File: src/sv/mfat_pkg.sv
package mfat_pkg;

    // ID window: slots id_base .. id_base+10
    localparam int ID_WINDOW = 11;
    localparam logic [10:0] ID_BASE_RST = 11'd513;

    // degree scaling: total taken modulo 36 turns, scaled to 360 degrees
    localparam int WRAP_TURNS  = 36;
    localparam int DEG_PER_REV = 360;
    localparam int DEG_W       = 9;   // |degrees| < 360

    // signed width for angle steps: +/-(65535 + 65536) fits
    localparam int STEP_W = 19;

    typedef struct packed {
        logic [3:0]         slot;
        logic [15:0]        angle;
        logic signed [15:0] speed;
        logic [15:0]        current;
        logic [7:0]         temp;
        logic signed [31:0] turn;
        logic signed [31:0] total;
    } t_fb;

endpackage

File: src/sv/motor_feedback_angle_tracker.sv
// A request taken into the input stage passes one stage for the slot update and six for
// the degree scaling (reciprocal divides) before o_valid. Throughput: one request per
// cycle while i_stall is low; the slot state read-modify-write sits in one stage, so
// back-to-back frames for the same slot are handled without a bubble.
// Reset (i_rst_n low, synchronous): pipeline empties, id_base returns to 0x201 and every
// slot's previous angle, turn counter and accumulated counts are cleared to zero.
module motor_feedback_angle_tracker #(
    parameter int MOTOR_SLOTS     = 12,
    parameter int COUNTS_PER_TURN = 8192
) (
    input  logic                i_clk,
    input  logic                i_rst_n,
    // configuration
    input  logic                i_cfg_wr_en,
    input  logic [10:0]         i_cfg_wr_data,
    // frame channel
    input  logic                i_valid,
    output logic                o_stall,
    input  logic                i_from_motor_bus,
    input  logic [10:0]         i_std_id,
    input  logic [63:0]         i_payload,
    // feedback channel
    output logic                o_valid,
    input  logic                i_stall,
    output logic [3:0]          o_motor_slot,
    output logic [15:0]         o_rotor_angle,
    output logic signed [15:0]  o_speed_rpm,
    output logic [15:0]         o_motor_current,
    output logic [7:0]          o_temperature,
    output logic signed [31:0]  o_round_count,
    output logic signed [31:0]  o_total_count,
    output logic signed [9:0]   o_angle_degrees
);

    // ------------------------------------------------------------------
    // Derived constants
    // ------------------------------------------------------------------
    localparam int SLOT_W     = (MOTOR_SLOTS > 1) ? $clog2(MOTOR_SLOTS) : 1;
    localparam int SLOT_LIMIT = (MOTOR_SLOTS < mfat_pkg::ID_WINDOW) ? MOTOR_SLOTS
                                                                    : mfat_pkg::ID_WINDOW;
    localparam int SW         = mfat_pkg::STEP_W;
    localparam int DW         = mfat_pkg::DEG_W;

    // one full wrap of the degree scale, in counts
    localparam longint SPAN   = longint'(mfat_pkg::WRAP_TURNS) * COUNTS_PER_TURN;
    localparam int     SPAN_W = $clog2(SPAN + 1);
    // reciprocals scaled by 2^32; quotient estimates are at most one low
    localparam longint M_SPAN = (longint'(1) << 32) / SPAN;
    localparam int     Q1_W   = $clog2(M_SPAN + 1);
    localparam longint M_TURN = (longint'(1) << 32) / COUNTS_PER_TURN;
    // 10 * remainder < 360 * COUNTS_PER_TURN
    localparam int     Y_W    = $clog2(longint'(mfat_pkg::DEG_PER_REV) * COUNTS_PER_TURN);

    localparam logic signed [SW-1:0] STEP_TURN = SW'(COUNTS_PER_TURN);
    localparam logic signed [SW-1:0] STEP_HALF = SW'(COUNTS_PER_TURN / 2);

    // pipeline: 0 input, 1 state update, 2 magnitude, 3 span quotient,
    // 4 span remainder, 5 remainder fix and x10, 6 degree quotient, 7 result
    localparam int NSTG = 8;

    function automatic logic [31:0] abs_total(input logic signed [31:0] v);
        abs_total = v[31] ? 32'(-v) : 32'(v);
    endfunction

    // ------------------------------------------------------------------
    // Configuration register
    // ------------------------------------------------------------------
    logic [10:0] r_id_base;

    always_ff @(posedge i_clk) begin
        if (!i_rst_n) begin
            r_id_base <= mfat_pkg::ID_BASE_RST;
        end else if (i_cfg_wr_en) begin
            r_id_base <= i_cfg_wr_data;
        end
    end

    // ------------------------------------------------------------------
    // Flow control: each stage loads when empty or when it hands on.
    // ------------------------------------------------------------------
    logic [NSTG-1:0] r_vld;
    logic [NSTG-1:0] en;
    logic [NSTG-1:0] go;
    logic            hit;

    always_comb begin
        go[NSTG-1] = r_vld[NSTG-1] && !i_stall;
        en[NSTG-1] = !r_vld[NSTG-1] || go[NSTG-1];
        for (int k = NSTG - 2; k >= 0; k--) begin
            go[k] = r_vld[k] && en[k+1];
            en[k] = !r_vld[k] || go[k];
        end
    end

    assign o_stall = !en[0];

    always_ff @(posedge i_clk) begin
        if (!i_rst_n) begin
            r_vld <= '0;
        end else begin
            if (en[0]) r_vld[0] <= i_valid;
            // frames outside the window drop out here
            if (en[1]) r_vld[1] <= r_vld[0] && hit;
            for (int k = 2; k < NSTG; k++) begin
                if (en[k]) r_vld[k] <= r_vld[k-1];
            end
        end
    end

    // ------------------------------------------------------------------
    // Stage 0: input register
    // ------------------------------------------------------------------
    logic        r_fr_bus;
    logic [10:0] r_fr_id;
    logic [63:0] r_fr_pl;

    always_ff @(posedge i_clk) begin
        if (en[0]) begin
            r_fr_bus <= i_from_motor_bus;
            r_fr_id  <= i_std_id;
            r_fr_pl  <= i_payload;
        end
    end

    // ------------------------------------------------------------------
    // Stage 0 -> 1: slot decode and per-slot read-modify-write
    // ------------------------------------------------------------------
    logic [15:0]        r_prev [MOTOR_SLOTS];
    logic signed [31:0] r_turn [MOTOR_SLOTS];
    logic signed [31:0] r_acc  [MOTOR_SLOTS];

    logic [10:0]        id_diff;
    logic [SLOT_W-1:0]  idx;
    logic [15:0]        angle;
    logic [15:0]        last;
    logic signed [SW-1:0] d;
    logic signed [SW-1:0] r1;
    logic [SW-1:0]      mag1;
    logic [SW-1:0]      mag2;
    logic signed [SW-1:0] step;
    logic signed [31:0] n_turn;
    logic signed [31:0] n_total;
    mfat_pkg::t_fb      n_fb;

    always_comb begin
        id_diff = r_fr_id - r_id_base;
        hit     = r_fr_bus && (r_fr_id >= r_id_base) && (id_diff < 11'(SLOT_LIMIT));
        idx     = id_diff[SLOT_W-1:0];

        angle = r_fr_pl[63:48];
        last  = r_prev[idx];
        d     = $signed({3'b000, angle}) - $signed({3'b000, last});

        // turn counter steps the opposite way to a large jump
        if (d > STEP_HALF) begin
            n_turn = r_turn[idx] - 32'sd1;
        end else if (d < -STEP_HALF) begin
            n_turn = r_turn[idx] + 32'sd1;
        end else begin
            n_turn = r_turn[idx];
        end

        // shorter way round; a tie keeps the plain difference
        r1   = (angle < last) ? (d + STEP_TURN) : (d - STEP_TURN);
        mag1 = r1[SW-1] ? SW'(-r1) : SW'(r1);
        mag2 = d[SW-1]  ? SW'(-d)  : SW'(d);
        step = (mag1 < mag2) ? r1 : d;

        n_total = r_acc[idx] + 32'(step);

        n_fb.slot    = id_diff[3:0];
        n_fb.angle   = angle;
        n_fb.speed   = $signed(r_fr_pl[47:32]);
        n_fb.current = r_fr_pl[31:16];
        n_fb.temp    = r_fr_pl[15:8];
        n_fb.turn    = n_turn;
        n_fb.total   = n_total;
    end

    always_ff @(posedge i_clk) begin
        if (!i_rst_n) begin
            for (int s = 0; s < MOTOR_SLOTS; s++) begin
                r_prev[s] <= '0;
                r_turn[s] <= '0;
                r_acc[s]  <= '0;
            end
        end else if (go[0] && hit) begin
            r_prev[idx] <= angle;
            r_turn[idx] <= n_turn;
            r_acc[idx]  <= n_total;
        end
    end

    // decoded feedback travels alongside the degree arithmetic
    mfat_pkg::t_fb r_fb [1:NSTG-1];

    always_ff @(posedge i_clk) begin
        if (en[1]) r_fb[1] <= n_fb;
        for (int k = 2; k < NSTG; k++) begin
            if (en[k]) r_fb[k] <= r_fb[k-1];
        end
    end

    // ------------------------------------------------------------------
    // Degrees: |total| mod SPAN, then floor(10 * rem / COUNTS_PER_TURN),
    // sign taken from the total (truncating division).
    // ------------------------------------------------------------------
    logic [31:0]       r_x2;
    logic [31:0]       r_x3;
    logic [Q1_W-1:0]   r_q1;
    logic [SPAN_W:0]   r_rem4;
    logic [Y_W-1:0]    r_y5;
    logic [Y_W-1:0]    r_y6;
    logic [DW-1:0]     r_q2;
    logic signed [9:0] r_deg;

    logic [63:0]       p1;
    logic [63:0]       p_span;
    logic [31:0]       n_rem4;
    logic [SPAN_W-1:0] rem_fix;
    logic [Y_W-1:0]    n_y5;
    logic [63:0]       p2;
    logic [63:0]       p_turn;
    logic [Y_W-1:0]    rem_deg;
    logic [DW-1:0]     q_deg;

    always_comb begin
        // stage 2 -> 3
        p1 = 64'(r_x2) * 64'(M_SPAN);
        // stage 3 -> 4
        p_span = 64'(r_q1) * 64'(SPAN);
        n_rem4 = r_x3 - p_span[31:0];
        // stage 4 -> 5: estimate may be one span high
        rem_fix = (r_rem4 >= (SPAN_W + 1)'(SPAN)) ? SPAN_W'(r_rem4 - (SPAN_W + 1)'(SPAN))
                                                  : SPAN_W'(r_rem4);
        n_y5 = Y_W'({rem_fix, 3'b000}) + Y_W'({rem_fix, 1'b0});
        // stage 5 -> 6
        p2 = 64'(r_y5) * 64'(M_TURN);
        // stage 6 -> 7: quotient may be one low
        p_turn  = 64'(r_q2) * 64'(COUNTS_PER_TURN);
        rem_deg = r_y6 - Y_W'(p_turn);
        q_deg   = (rem_deg >= Y_W'(COUNTS_PER_TURN)) ? (r_q2 + DW'(1)) : r_q2;
    end

    always_ff @(posedge i_clk) begin
        if (en[2]) begin
            r_x2 <= abs_total(r_fb[1].total);
        end
        if (en[3]) begin
            r_x3 <= r_x2;
            r_q1 <= p1[32 +: Q1_W];
        end
        if (en[4]) begin
            r_rem4 <= n_rem4[SPAN_W:0];
        end
        if (en[5]) begin
            r_y5 <= n_y5;
        end
        if (en[6]) begin
            r_y6 <= r_y5;
            r_q2 <= p2[32 +: DW];
        end
        if (en[7]) begin
            r_deg <= r_fb[6].total[31] ? -$signed({1'b0, q_deg}) : $signed({1'b0, q_deg});
        end
    end

    // ------------------------------------------------------------------
    // Result register
    // ------------------------------------------------------------------
    assign o_valid         = r_vld[NSTG-1];
    assign o_motor_slot    = r_fb[NSTG-1].slot;
    assign o_rotor_angle   = r_fb[NSTG-1].angle;
    assign o_speed_rpm     = r_fb[NSTG-1].speed;
    assign o_motor_current = r_fb[NSTG-1].current;
    assign o_temperature   = r_fb[NSTG-1].temp;
    assign o_round_count   = r_fb[NSTG-1].turn;
    assign o_total_count   = r_fb[NSTG-1].total;
    assign o_angle_degrees = r_deg;

endmodule

File: config.mk
export PLATFORM = sky130hd
export DESIGN_NAME = motor_feedback_angle_tracker
export DESIGN_NICKNAME = d
export VERILOG_FILES = /design/src/sv/mfat_pkg.sv /design/src/sv/motor_feedback_angle_tracker.sv
export SDC_FILE = /design/constraint.sdc
export NUM_CORES = 2
export LEC_CHECK = 0
export BUFFER_PORTS_ARGS = -buffer_cell sky130_fd_sc_hd__buf_4
export CORE_ASPECT_RATIO = 1.25
export CORE_UTILIZATION = 38
export DETAILED_ROUTE_END_ITERATION = 16
export PLACE_DENSITY_LB_ADDON = 0.25
export SLEW_MARGIN = 20
export SYNTH_ARGS = -nofsm -noshare
export SYNTH_HDL_FRONTEND = slang
export SYNTH_SLANG_ARGS = --single-unit
export TNS_END_PERCENT = 100
File: constraint.sdc
create_clock -name i_clk -period 12.65 [get_ports i_clk]
set_input_delay 3.795 -clock i_clk [delete_from_list [all_inputs] [get_ports i_clk]]
set_output_delay 3.795 -clock i_clk [all_outputs]
set_load 0.05 [all_outputs]
Yosys cells after proc, flatten, opt, wreduce, memory -nomap -nowiden. Memory sizes are Yosys's and may differ from the RTL's. Index checks and enable logic that the tools add are counted.

Add/subtract/negate cells: 16. Multiply operators: 2. Order comparisons: 8. Mux-type cells: 37. Reductions and logical operators: 33.

Operators with widths (number): 32-bit 2-to-1 mux (4); 19-bit 2-to-1 mux (5); 32-bit OR reduction (2); 32-bit by 14-bit multiplier with 46-bit output (second input constant) (1); 32-bit by 19-bit adder with 32-bit output (1); 32-bit by 2-bit adder with 32-bit output (second input constant) (1); 32-bit negation (1); 32-bit by 2-bit subtractor with 32-bit output (second input constant) (1); 31-bit 2-to-1 mux (1); 22-bit by 20-bit adder with 22-bit output (1); 22-bit by 14-bit greater-or-equal comparator with 1-bit output (second input constant) (1); 22-bit subtractor (1); 1-bit 2-to-1 mux (21); 20-bit by 19-bit greater-or-equal comparator with 1-bit output (second input constant) (1); 20-bit subtractor (1); 19-bit < comparator (1); 17-bit negation with 19-bit output (1); 19-bit negation (1); 19-bit subtractor (second input constant) (1); 17-bit by 15-bit adder with 18-bit output (second input constant) (1); 9-bit 2-to-1 mux (2); 17-bit by 15-bit subtractor with 18-bit output (second input constant) (1); 17-bit by 14-bit greater-than comparator with 1-bit output (second input constant) (1); 17-bit by 13-bit < comparator with 1-bit output (second input constant) (1); 14 further kinds (43).

Register bits: 244. Memory bits (writable): 1828. Input bits: 92. Output and inout port bits: 136. Logic and storage cells: 122. Memories: 4.

Memories: r_fb (words 7, width 124, read ports 7, clocked after Yosys merged registers in 0, write ports 7, RTL line motor_feedback_angle_tracker.sv:195) `mfat_pkg::t_fb r_fb [1:NSTG-1];`; r_acc (words 12, width 32, read ports 1, clocked after Yosys merged registers in 0, write ports 12, RTL line motor_feedback_angle_tracker.sv:130) `logic signed [31:0] r_acc [MOTOR_SLOTS];`; r_turn (words 12, width 32, read ports 1, clocked after Yosys merged registers in 0, write ports 12, RTL line motor_feedback_angle_tracker.sv:129) `logic signed [31:0] r_turn [MOTOR_SLOTS];`; r_prev (words 12, width 16, read ports 1, clocked after Yosys merged registers in 0, write ports 12, RTL line motor_feedback_angle_tracker.sv:128) `logic [15:0] r_prev [MOTOR_SLOTS];`.

Longest topological paths before layout.
Depth after elaboration: 22. Depth in mapped cells: 51. Depth with buffers taken out: 40.

Least setup slack after synthesis. OpenSTA, ideal clock, no wires.

Kind: flip-flop to flip-flop. Start point: reg r_fr_id[0]. End point: mem r_acc[12][30], data pin. Library setup time: 279 ps. Data arrival time: 11473 ps. Data required time: 12371 ps. Path slack: 898 ps. Stages on the path, launching flop included: 49. Buffers on the path: 11. Period minus slack after synthesis: 11752 ps. Cell sequence: edfxtp_1 -> inv_1 -> ha_1 -> inv_1 -> fa_1 -> buf_2 -> buf_2 -> buf_2 -> buf_1 -> buf_2 -> buf_2 -> clkbuf_1 -> clkbuf_1 -> mux4_2 -> mux4_2 -> inv_1 -> ha_1 -> clkbuf_1 -> [... 13 more ...] -> a21oi_1 -> o21ai_0 -> a21oi_1 -> o21ai_0 -> a22oi_1 -> mux2i_1 -> ha_1 -> and3_1 -> and4_1 -> a31oi_1 -> o21ai_0 -> nor2_1 -> a31oi_1 -> a31oi_1 -> o31a_1 -> nor3_1 -> clkbuf_1 -> inv_1.

RTL lines: start: declaration (RTL line motor_feedback_angle_tracker.sv:114) `logic [10:0] r_fr_id;`; start signal: assignment (RTL line motor_feedback_angle_tracker.sv:120) `r_fr_id <= i_std_id;`; end: declaration (RTL line motor_feedback_angle_tracker.sv:130).

==> summary.md <==
| Metric | Value |
|---|---|
| Status | finished clean |
| Slew Viols, Final | 0 |
| Pre-antenna DRT Iters | 7 |
| Final design utilization | 0.4370 |
| Crit path largest cell delay | 1.22 ns |
| Max cap viols | 0 |
| Distinct cells, synth | 86 |
| First-pass GRT wire length | 344,000 um |
| Post-synth EDFFs | 2,318 |
| Die Ht | 570.7 um |
| Core area | 257,100 sq um |
| Fin crit share | 0.9271 |
| H-tree Lvls | 4 |
| Worst setup path class | reg2reg |
| FFs w/ async S/R, synth | 0 |
| Crit end category | flop |
| Root Driver | clkbuf_16 |
| CTS Buf Count | 240 |
| Setup-failing EPs final | 0 |
| Area growth syn-to-layout | 14.29% |
| Vias in the first global route | 53,244 |
| CTS Buffer Depth | 4 |
| Post-Synth Adder-Cell Area | 0.05434 |
| Mean post-synth cell area | 16.88 sq um |
| Initial Utilization | 0.3824 |
| RD Place Congestion | 0.8489 |
| Min-delay worst type | reg2reg |
| Final Critical Period | 11.73 ns |
| Critical Path RT | 13.14 ns |
| Post-cts hold buffer count | 0 |
| Ys flop type | edfxtp_1 |
| Post-route insts no fill | 9,907 |
| Gr ovfl total | 0 |
| Postcts setup bufs | 0 |
| Nets | 6,793 |
| Input/output buffers | 219 |
| Setup tns final | 0 ns |
| CP max-delay cell | fa_4 |
| Slew HR | 0.2692 |
| Pre-CTS WS | 1.035 ns |
| Synth warnings | 0 |
| Main combinational cell family by area after synthesis | multiplexers |
| CP Launch Type | flop |
| Post-Syn Area | 98,320 sq um |
| Hold violation count in the final report | 0 |
| Clk_lat worst skew | 0.92 ns |
| Worst Tran Pin Value | 1.096 ns |
| ANT nets after route | 0 |
| Max FO, Critical Path | 31 |
| Unrepaired setup endpoints after global routing | false |
| Fill count | 22,676 |
| WL/cell | 23.44 um |
| Pin count of the biggest net entering global routing | 81 |
| Post-cts sizing count | 0 |
| Flop-to-flop setup slack | 0.92 ns |
| Post-synthesis mux area share | 0.09100 |
| Seq/Total Area, Yosys | 0.7118 |
| Final Skew | 0.09077 ns |
| Drt drc | 0 |
| DP HPWL | 135,900 um |
| Total Die Area | 260,800 sq um |
| Gr usage total | 0.1775 |
| Initial antenna violation count | 5 |
| Fmax | 0.08526 GHz |
| DR vias/cell | 5.145 |
| Die X-Extent | 457.0 um |
| CTS clk-pin slew, worst paths | 0.06 ns |
| Syn Inst Count | 5,826 |
| Row count | 208 |
| Setup ws final | 0.9217 ns |
| Area fraction in compound gates after synthesis | 0.02683 |
| Detailed-route via count | 50,969 |
| Clock Sinks | 2,337 |
| Arr. time, crit path | 12.22 ns |
| Initial DRC count | 4,500 |
| Layout cells sized above 1 | 0.1739 |
| Synth Area in Simple Gates | 0.06878 |
| #FFs+latches synth | 2,337 |
| I/O pins | 228 |
| Synth Area in XOR/XNOR | 0.01318 |
| CTS tree | built |
| Placed insts | 9,470 |
| WL final | 232,200 um |
| Cell mode on critical path | ha_1 |
==> per-layer routing <==
metal | global-route usage | vias to the layer above | wire, um | share of wire
met5 | 0 | - | 0 | 0
met4 | 0.05595 | 0 | 7110 | 0.031
met3 | 0.02347 | 401 | 11880 | 0.051
met2 | 0.3155 | 1523 | 118900 | 0.51
met1 | 0.2240 | 26462 | 94330 | 0.41
li1 | - | 22583 | - | -
==> worst max-delay path, delay by kind of cell (launching register included) <==
| family | cells | cell delay (ns) |
|---|---|---|
| compound gates | 16 | 3.43 |
| fa+ha+maj | 6 | 2.82 |
| mux | 4 | 1.74 |
| buf+inv | 6 | 1.39 |
| simple gates | 5 | 0.91 |
| xor+xnor | 2 | 0.59 |
| flops | 1 | 0.36 |
==> flip-flops by register name, summed over array words and instances (netlist names), 5 cells and up <==
name and flops:
r_acc 512, o_angle_degrees 10, r_turn 512, r_fr_id 11, r_y5 10, r_prev 256, r_id_base 11, r_fb 864
r_fr_pl 56, r_x2 32, r_vld 8, r_q1 5, r_rem4 20, r_q2 8, r_x3 20
==> cell families (layout without fill, tap and decap cells) <==
group | count (synthesis) | in the layout
fa+ha+maj | 349 | 349
mux | 429 | 429
xor+xnor | 148 | 148
flops | 2337 | 2337
compound gates | 404 | 404
buf+inv | 712 | 1030
other cells | 2 | 405
simple gates | 1445 | 1445
==> Yosys cell counts (10+ instances only) <==
cell	n	share of area
ha_1	219	0.028
and4_1	10	0.00089
and3_1	88	0.0056
a211oi_1	11	0.00084
xor2_1	39	0.0035
mux2i_1	49	0.0050
or4_1	10	0.00076
o31ai_1	12	0.00092
fa_1	130	0.026
buf_6	12	0.0014
nor4_1	13	0.00083
o21ai_1	12	0.00061
nor2b_1	15	0.00095
inv_1	260	0.0099
nor3_1	181	0.0092
mux4_2	371	0.085
nand4_1	40	0.0025
nand2_1	189	0.0072
dfxtp_1	19	0.0039
a21o_1	52	0.0040
buf_1	53	0.0020
o21ai_0	76	0.0039
edfxtp_1	2318	0.71
buf_4	129	0.0098
nand3_1	37	0.0019
nand2b_1	16	0.0010
buf_2	73	0.0037
a21oi_1	109	0.0055
xnor2_1	109	0.0097
and2_1	113	0.0072
o211ai_1	17	0.0013
nor2_1	673	0.026
clkbuf_1	181	0.0069
a31oi_1	13	0.00083
or3_1	19	0.0012
o21a_1	25	0.0019
==> stage by stage <==
step	hold slack [ns]	cell area (sq um)
2_1_floorplan	0.4003	99820
3_3_place_gp	0.4001	104600
3_5_place_dp	0.4045	104600
4_1_cts	0.3706	112300
5_1_grt	0.3876	112400
6_report	0.3843	112400
==> final timing paths <==
| path | startpoint | to | cells past startpoint |
|---|---|---|---|
| setup / recovery | r_fr_id[0] | r_fb[0][155] | 39 |
| hold / removal | r_fb[1][145] | r_fb[2][21] | 0 |
| setup reg to reg | r_fr_id[0] | r_fb[0][155] | 39 |
| hold reg to reg | r_fb[1][145] | r_fb[2][21] | 0 |
==> cell type report <==
class	count	area, sq um	share of cell area
clock buffers	272	6126	0.05452
flip-flops and latches	2337	69990	0.6228
well taps	3360	4204	0.03741
clock inverters	163	1628	0.01449
repair buffers	331	2522	0.02245
diodes	2	5.005	0.00004454
inverters	264	1008	0.008975
multi-input cells	3178	26890	0.2393
==> cells in the final DEF (no fill, tap or decap), types with 16 or more instances in the layout <==
cell type and n:
o21ai_0 76, mux2i_1 48, clkinv_1 57, a21oi_1 109
bufinv_16 27, dfxtp_1 19, o211ai_1 17, clkbuf_1 32
a21o_1 52, nand2_1 169, xnor2_1 106, nand4_1 40
or3_1 19, o21a_1 25, edfxtp_1 2318, xor2_1 39
conb_1 403, clkbuf_16 240, inv_1 256, nand2b_1 16
nor2_1 671, and2_1 113, buf_4 328, and3_1 88
clkinv_2 51, mux4_2 371, fa_1 129, nand3_1 34
nor3_1 175, ha_1 218
Power is left out: the tool's default activity adds up to more than one toggle a clock period on the data nets, which glitch-free logic cannot reach.
